`src/hdl/swwm_pkg.sv`:
```
package swwm_pkg;

  localparam int unsigned WinDepth   = 16;
  localparam int unsigned PatternMax = 16;
  localparam int unsigned ByteW      = 8;
  localparam int unsigned LenW       = 5;
  localparam int unsigned PatIdxW    = $clog2(PatternMax);
  localparam int unsigned CfgIdxW    = 3;
  localparam int unsigned CfgDataW   = 64;
  localparam int unsigned NumCmp     = (WinDepth < PatternMax) ? WinDepth : PatternMax;

  localparam logic [ByteW-1:0] WildcardByte = 8'h2A;
  localparam logic [ByteW-1:0] UpperFirst   = 8'h41;
  localparam logic [ByteW-1:0] UpperLast    = 8'h5A;
  localparam logic [ByteW-1:0] CaseOffset   = 8'h20;

  typedef enum logic [CfgIdxW-1:0] {
    CfgPatLow  = 3'd0,
    CfgPatHigh = 3'd1,
    CfgPatLen  = 3'd2,
    CfgFold    = 3'd3
  } cfg_reg_e;

  // Control shared by every window cell.
  typedef struct packed {
    logic shift;
    logic fold;
  } cell_ctrl_t;

  typedef struct packed {
    logic [ByteW-1:0] oldest_byte;
    logic             match_found;
    logic [LenW-1:0]  matched_length;
  } result_t;

  localparam int unsigned ResultW = $bits(result_t);
  localparam int unsigned OutDataW = ((ResultW + 7) / 8) * 8;

  function automatic logic [ByteW-1:0] fold_lower(input logic [ByteW-1:0] b);
    logic [ByteW-1:0] r;
    r = b;
    if (b >= UpperFirst && b <= UpperLast) begin
      r = b + CaseOffset;
    end
    return r;
  endfunction

endpackage

```
`src/hdl/swwm_cell.sv`:
```
module swwm_cell (
  input  logic                             clk_i,
  input  logic                             rst_ni,
  input  swwm_pkg::cell_ctrl_t             ctrl_i,
  input  logic [swwm_pkg::ByteW-1:0]       byte_i,
  input  logic [swwm_pkg::ByteW-1:0]       pat_byte_i,
  input  logic                             cmp_en_i,
  output logic [swwm_pkg::ByteW-1:0]       byte_o,
  output logic                             hit_o
);

  logic [swwm_pkg::ByteW-1:0] byte_q;
  logic [swwm_pkg::ByteW-1:0] s_cmp;
  logic [swwm_pkg::ByteW-1:0] p_cmp;

  always_ff @(posedge clk_i or negedge rst_ni) begin
    if (!rst_ni) begin
      byte_q <= '0;
    end else if (ctrl_i.shift) begin
      byte_q <= byte_i;
    end
  end

  // The compare looks at the byte this cell will hold after the shift.
  always_comb begin
    s_cmp = ctrl_i.fold ? swwm_pkg::fold_lower(byte_i) : byte_i;
    p_cmp = ctrl_i.fold ? swwm_pkg::fold_lower(pat_byte_i) : pat_byte_i;
    hit_o = !cmp_en_i || (pat_byte_i == swwm_pkg::WildcardByte) || (s_cmp == p_cmp);
  end

  assign byte_o = byte_q;

endmodule

```
`src/hdl/swwm_out_buf.sv`:
```
module swwm_out_buf (
  input  logic                     clk_i,
  input  logic                     rst_ni,
  input  logic                     push_i,
  input  swwm_pkg::result_t        data_i,
  output logic                     ready_o,
  output logic                     valid_o,
  input  logic                     out_ready_i,
  output swwm_pkg::result_t        data_o
);

  logic              out_valid_q, out_valid_d;
  logic              skid_valid_q, skid_valid_d;
  swwm_pkg::result_t out_data_q, out_data_d;
  swwm_pkg::result_t skid_data_q, skid_data_d;
  logic              pop;

  assign pop     = out_valid_q && out_ready_i;
  assign ready_o = !skid_valid_q;
  assign valid_o = out_valid_q;
  assign data_o  = out_data_q;

  always_comb begin
    out_valid_d  = out_valid_q;
    skid_valid_d = skid_valid_q;
    out_data_d   = out_data_q;
    skid_data_d  = skid_data_q;
    if (!out_valid_q || pop) begin
      if (skid_valid_q) begin
        out_valid_d  = 1'b1;
        out_data_d   = skid_data_q;
        skid_valid_d = push_i;
        skid_data_d  = data_i;
      end else begin
        out_valid_d = push_i;
        out_data_d  = data_i;
      end
    end else if (push_i) begin
      skid_valid_d = 1'b1;
      skid_data_d  = data_i;
    end
  end

  always_ff @(posedge clk_i or negedge rst_ni) begin
    if (!rst_ni) begin
      out_valid_q  <= 1'b0;
      skid_valid_q <= 1'b0;
    end else begin
      out_valid_q  <= out_valid_d;
      skid_valid_q <= skid_valid_d;
    end
  end

  always_ff @(posedge clk_i) begin
    out_data_q  <= out_data_d;
    skid_data_q <= skid_data_d;
  end

  a_skid_implies_out: assert property (@(posedge clk_i) disable iff (!rst_ni)
    skid_valid_q |-> out_valid_q)
    else $error("skid entry held while output register is empty");

  a_no_push_when_full: assert property (@(posedge clk_i) disable iff (!rst_ni)
    push_i |-> !skid_valid_q)
    else $error("beat pushed while both entries are full");

  a_stall_fills_skid: assert property (@(posedge clk_i) disable iff (!rst_ni)
    (push_i && out_valid_q && !out_ready_i) |=> skid_valid_q)
    else $error("stalled beat was not kept in the skid entry");

  a_pop_refills: assert property (@(posedge clk_i) disable iff (!rst_ni)
    (pop && skid_valid_q) |=> (out_valid_q && out_data_q == $past(skid_data_q)))
    else $error("skid entry lost on output pop");

endmodule

```
`src/hdl/sliding_window_wildcard_matcher.sv`:
```
// Channel   Dir  Signals                             Content
// s_axis    in   s_axis_tvalid/tready/tdata[7:0]     byte_in
// m_axis    out  m_axis_tvalid/tready/tdata[15:0]    matched_length, match_found, oldest_byte
// cfg       in   cfg_we_i, cfg_idx_i, cfg_data_i     pattern low/high, length, ignore case
//
// One byte is accepted per clock while s_axis_tready is high; its result is registered in the output buffer.
// The window is a chain of cells that shift one step per accepted byte; each cell compares
// its incoming byte with its pattern byte in the same cycle, and the hits are ANDed.
// A two-entry output buffer keeps input acceptance going for one more byte while m_axis stalls;
// s_axis_tready drops only when both entries are full.
// Reset clears the window to zeros, the configuration to zero and empties the output buffer.
module sliding_window_wildcard_matcher (
  input  logic                              clk_i,
  input  logic                              rst_ni,
  input  logic                              s_axis_tvalid,
  output logic                              s_axis_tready,
  input  logic [7:0]                        s_axis_tdata,  // [7:0] byte_in
  output logic                              m_axis_tvalid,
  input  logic                              m_axis_tready,
  // [4:0] matched_length, [5] match_found, [13:6] oldest_byte, [15:14] zero
  output logic [swwm_pkg::OutDataW-1:0]     m_axis_tdata,
  input  logic                              cfg_we_i,
  input  logic [swwm_pkg::CfgIdxW-1:0]      cfg_idx_i,
  input  logic [swwm_pkg::CfgDataW-1:0]     cfg_data_i
);

  localparam int unsigned D = swwm_pkg::WinDepth;

  logic [swwm_pkg::CfgDataW-1:0] pat_low_q, pat_high_q;
  logic [swwm_pkg::LenW-1:0]     pat_len_q;
  logic                          fold_q;

  logic [swwm_pkg::ByteW-1:0] pat_bytes [swwm_pkg::PatternMax];
  logic [swwm_pkg::ByteW-1:0] win_in  [D];
  logic [swwm_pkg::ByteW-1:0] win_out [D];
  logic [D-1:0]               hits;
  logic                       accept;
  logic                       len_ok;
  logic                       match;
  swwm_pkg::cell_ctrl_t       ctrl;
  swwm_pkg::result_t          result;

  always_ff @(posedge clk_i or negedge rst_ni) begin
    if (!rst_ni) begin
      pat_low_q  <= '0;
      pat_high_q <= '0;
      pat_len_q  <= '0;
      fold_q     <= 1'b0;
    end else if (cfg_we_i) begin
      unique case (swwm_pkg::cfg_reg_e'(cfg_idx_i))
        swwm_pkg::CfgPatLow:  pat_low_q  <= cfg_data_i;
        swwm_pkg::CfgPatHigh: pat_high_q <= cfg_data_i;
        swwm_pkg::CfgPatLen:  pat_len_q  <= cfg_data_i[swwm_pkg::LenW-1:0];
        swwm_pkg::CfgFold:    fold_q     <= cfg_data_i[0];
        default: ;
      endcase
    end
  end

  always_comb begin
    for (int j = 0; j < 8; j++) begin
      pat_bytes[j]     = pat_low_q[j*8 +: 8];
      pat_bytes[j + 8] = pat_high_q[j*8 +: 8];
    end
  end

  assign accept     = s_axis_tvalid && s_axis_tready;
  assign ctrl.shift = accept;
  assign ctrl.fold  = fold_q;

  for (genvar k = 0; k < D; k++) begin : g_cell
    logic [swwm_pkg::ByteW-1:0] pat_sel;
    logic                       cmp_en;

    if (k == 0) begin : g_head
      assign win_in[k] = s_axis_tdata;
    end else begin : g_link
      assign win_in[k] = win_out[k-1];
    end

    // Cell k holds the newest-but-k byte, which lines up with pattern byte len-1-k.
    if (k < swwm_pkg::NumCmp) begin : g_cmp
      logic [swwm_pkg::LenW-1:0] pidx;
      assign pidx    = pat_len_q - swwm_pkg::LenW'(k + 1);
      assign cmp_en  = pat_len_q > swwm_pkg::LenW'(k);
      assign pat_sel = pat_bytes[pidx[swwm_pkg::PatIdxW-1:0]];
    end else begin : g_nocmp
      assign cmp_en  = 1'b0;
      assign pat_sel = '0;
    end

    swwm_cell u_cell (
      .clk_i      (clk_i),
      .rst_ni     (rst_ni),
      .ctrl_i     (ctrl),
      .byte_i     (win_in[k]),
      .pat_byte_i (pat_sel),
      .cmp_en_i   (cmp_en),
      .byte_o     (win_out[k]),
      .hit_o      (hits[k])
    );
  end

  assign len_ok = (pat_len_q != '0)
               && (32'(pat_len_q) <= swwm_pkg::PatternMax)
               && (32'(pat_len_q) <= D);
  assign match  = len_ok && (&hits);

  assign result.matched_length = match ? pat_len_q : '0;
  assign result.match_found    = match;
  assign result.oldest_byte    = win_in[D-1];

  swwm_pkg::result_t out_data;

  swwm_out_buf u_out_buf (
    .clk_i       (clk_i),
    .rst_ni      (rst_ni),
    .push_i      (accept),
    .data_i      (result),
    .ready_o     (s_axis_tready),
    .valid_o     (m_axis_tvalid),
    .out_ready_i (m_axis_tready),
    .data_o      (out_data)
  );

  assign m_axis_tdata = swwm_pkg::OutDataW'(out_data);

endmodule
```
`config.mk`:
```
export PLATFORM = sky130hd
export DESIGN_NAME = sliding_window_wildcard_matcher
export DESIGN_NICKNAME = d
export VERILOG_FILES = /design/src/hdl/swwm_pkg.sv /design/src/hdl/swwm_cell.sv /design/src/hdl/swwm_out_buf.sv /design/src/hdl/sliding_window_wildcard_matcher.sv
export SDC_FILE = /design/constraint.sdc
export NUM_CORES = 1
export LEC_CHECK = 0
export ABC_AREA = 1
export BUFFER_PORTS_ARGS = -buffer_cell sky130_fd_sc_hd__buf_2
export CAP_MARGIN = 20
export CELL_PAD_IN_SITES_DETAIL_PLACEMENT = 1
export CELL_PAD_IN_SITES_GLOBAL_PLACEMENT = 1
export CORE_UTILIZATION = 45
export CTS_CLUSTER_DIAMETER = 150
export CTS_CLUSTER_SIZE = 40
export DETAILED_ROUTE_END_ITERATION = 10
export GPL_TIMING_DRIVEN = 0
export HOLD_SLACK_MARGIN = 0.05
export PLACE_DENSITY = 0.89
export SYNTH_ARGS = -nofsm -noshare
export SYNTH_HDL_FRONTEND = slang
export SYNTH_HIERARCHICAL = 1
export SYNTH_SLANG_ARGS = --single-unit
```
`constraint.sdc`:
```
create_clock -name clk_i -period 5.1 [get_ports clk_i]
set_input_delay 0.51 -clock clk_i [delete_from_list [all_inputs] [get_ports clk_i]]
set_output_delay 0.51 -clock clk_i [all_outputs]
set_load 0.05 [all_outputs]
```
==> tab_implementation.tex <==
\begin{tabular}{lr}
\hline
Metric & Value \\
\hline
\multicolumn{2}{l}{\textbf{Clock tree}} \\
CTS H-tree depth & 1 \\
Clock latency at the later pin of the worst-skew pair & 0.55 ns \\
Clock slew at reported path FFs & 0.15 ns \\
TritonCTS clock tree & built \\
Root Driver & clkbuf\_16 \\
Clock buffer count from CTS & 11 \\
Clock sink total & 284 \\
Longest Clk Path Bufs & 3 \\
\multicolumn{2}{l}{\textbf{Power}} \\
Switch Pwr & 0.009854 W \\
Power share of the sequential group & 25.2\% \\
Static power due to leakage & 13.70 nW \\
Internal power summed over all cells & 0.006694 W \\
Switch share & 59.55\% \\
IR Drop Worst-Case VDD & 0.3192 mV \\
Fraction of power consumed by combinational cells & 67.5\% \\
Power Density & 630.6 mW/mm\^{}2 \\
Fraction of power consumed by the clock network & 7.3\% \\
\multicolumn{2}{l}{\textbf{Timing}} \\
Post-route worst setup slack & 0.1311 ns \\
Worst Skew & 0.01909 ns \\
Count of endpoints failing setup in the final report & 0 \\
Fmax achieved & 201.3 MHz \\
Minimum clock period after layout & 4.969 ns \\
Fin. max-slew vios & 0 \\
Min Hold Slack & 0.2064 ns \\
Remaining max-slew budget at the tightest pin & 39.39\% \\
Post-route fraction of the period consumed by the critical path & 97.43\% \\
Worst-Margin Slew & 0.9091 ns \\
Number of endpoints with negative hold slack in the final report & 0 \\
\multicolumn{2}{l}{\textbf{Global route}} \\
Overall global routing resource usage & 39.41\% \\
First-pass GRT wire length & 162.3 mm \\
Number of antenna violations at the first check in global routing & 2 \\
Grt ovf & 0 \\
Pin count of the biggest net entering global routing & 119 \\
Number of global-route vias before repair & 26.86k \\
\multicolumn{2}{l}{\textbf{Critical path}} \\
Critical path capture point type & flip-flop \\
Largest fanout of any net on the critical path & 21 \\
CP max-delay cell & dfrtp\_2 \\
Crit path top cell by count & nand2\_1 \\
Setup crit start kind & flip-flop \\
Crit path from & pat\_len\_q[0] \\
Data required time of the worst path & 5.50 ns \\
Start-to-end type of the worst setup path & flip-flop to flip-flop \\
Crit-path max cell delay & 0.49 ns \\
Worst setup slack for register-to-register paths & 0.13 ns \\
CP Data Arrival Time & 5.37 ns \\
Worst reg2reg path startpoint & pat\_len\_q[0] \\
\multicolumn{2}{l}{\textbf{Worst hold path}} \\
Hold/Removal Path Class & input pin to flip-flop \\
Worst Hold Launch & cfg\_data\_i[18] \\
\multicolumn{2}{l}{\textbf{Final layout}} \\
Fill cell total of the finished layout & 7418 \\
Share of final-layout standard cells stronger than drive strength 1 & 11.80\% \\
Number of nets in the layout & 4122 \\
End-of-flow core utilization & 49.54\% \\
Post-synthesis to final-layout area growth & 8.069\% \\
Count of non-filler cells in the finished layout & 4690 \\
\multicolumn{2}{l}{\textbf{Detailed routing}} \\
Average detailed-routed wire length per instance & 22.93 um \\
DRT Wirelength & 107.5 mm \\
Avg Vias per Cell & 5.855 \\
DRC Markers & 0 \\
DRT antenna net count & 0 \\
Starting DRC count in detailed routing & 2758 \\
Vias post-DR & 27.46k \\
Iteration count of the initial detailed-routing pass & 6 \\
\multicolumn{2}{l}{\textbf{Logic synthesis}} \\
Syn Area/Cell & 6.257 um\^{}2 \\
Area of the mapped netlist & 0.02428 mm\^{}2 \\
Synth Warn \# & 6 \\
Synth Instances & 3881 \\
\multicolumn{2}{l}{\textbf{Die}} \\
Core Area & 0.05297 mm\^{}2 \\
Chip Width & 234.3 um \\
Initial standard-cell utilization of the core & 45.84\% \\
Total number of placement rows & 84 \\
Vertical extent of the die & 234.3 um \\
Boundary Pins & 98 \\
Area enclosed by the die boundary & 0.05490 mm\^{}2 \\
\multicolumn{2}{l}{\textbf{Place}} \\
Setup slack at placement & -0.4555 ns \\
Port-buffer cells & 95 \\
Detailed Place HPWL & 89.39 mm \\
Count of placed standard cells including taps & 4668 \\
Routability cong. & 1.083 \\
\multicolumn{2}{l}{\textbf{Status}} \\
Status & complete, no violations \\
\multicolumn{2}{l}{\textbf{Job}} \\
Max-Cap Viols & 0 \\
\hline
\end{tabular}
## registers in the layout, summed over array words and instances (netlist names)
register and cells:
u_out_buf/skid_data_q 14, u_out_buf/data_o 14, fold_q 1, pat_len_q 5
g_cell.u_cell/byte_o 120, u_out_buf/valid_o 1, u_out_buf/skid_valid_q 1, pat_high_q 64
pat_low_q 64
## through the flow
stage	instance area (um^2)	total power, W	TNS (ns)
2_1_floorplan	24290	0.01129	0
3_3_place_gp	25620	0.01440	-301.50
3_5_place_dp	25720	0.01495	-4.098
4_1_cts	26130	0.01621	0
5_1_grt	26240	0.01774	-0.003895
6_report	26240	0.01655	0
## final timing paths
path | endpoint | cells after the start
worst min register to register | u_out_buf/data_o[9] | 2
worst max-delay path | u_out_buf/data_o[1] | 27
min in group asynchronous | u_out_buf/valid_o | 2
max in group asynchronous | pat_low_q[47] | 3
worst min-delay path | pat_low_q[18] | 3
worst max register to register | u_out_buf/data_o[1] | 27
## power by group through the flow
stage | registers [W] | logic, W | clock network (W)
6_report | 0.00417 | 0.0112 | 0.00120
5_1_grt | 0.00422 | 0.0122 | 0.00128
3_5_place_dp | 0.00416 | 0.0108 | 0
4_1_cts | 0.00411 | 0.0109 | 0.00122
2_1_floorplan | 0.00381 | 0.00747 | 0
3_3_place_gp | 0.00415 | 0.0103 | 0
## cell type report
| cell class | instances | area [um^2] | area share [%] |
|---|---|---|---|
| clock inverters | 3 | 47.55 | 0.1812 |
| clock buffers | 13 | 282.8 | 1.078 |
| inverters | 364 | 1384 | 5.273 |
| multi-input cells | 3083 | 14920 | 56.85 |
| flip-flops and latches | 284 | 7256 | 27.65 |
| well taps | 688 | 860.8 | 3.280 |
| plain buffers | 149 | 873.3 | 3.328 |
| repair buffers | 104 | 615.6 | 2.346 |
| diodes | 2 | 5.005 | 0.01907 |
## metal layers
metal,track usage [%],part of all wire (%),up-vias
met2,62.68,45,1126
met3,8.147,8.9,244
met4,22.00,6.6,2
met1,49.77,40,13400
met5,0,0.012,-
li1,-,-,12690
## critical path, delay by kind of cell (launching register included)
| family | cells | cell delay (ns) |
|---|---|---|
| flip-flops | 1 | 0.49 |
| AND/OR/NAND/NOR | 21 | 2.87 |
| buffers and inverters | 5 | 1.12 |
| adder cells (fa/ha/maj) | 1 | 0.34 |
## placed cells by master, fill, tap and decap left out, drive strengths merged
cell and count:
nand2 1538, nand3 646, inv 365, nor2 332
dfrtp 256, buf 184, o21ai 151, a21oi 113
clkbuf 81, nand4 49, xnor2 48, ha 45
mux2 45, nor4 32, edfxtp 28, nor3 21
xor2 18, nand3b 17, a21boi 16, a22oi 3
or2 3, diode 2, a31oi 2, conb 2
clkinv 2, a22o 1, a32oi 1, dlygate4sd3 1
## timing repair
action                                  4_1_cts  5_1_grt
pin swaps                                     1        0
endpoints found under the setup margin       12       12
setup buffers                                 1        4
hold buffers                                  1        0
gates resized for setup                      25       43
endpoints found under the hold margin        26        0
(Power assumes the default switching activity.)
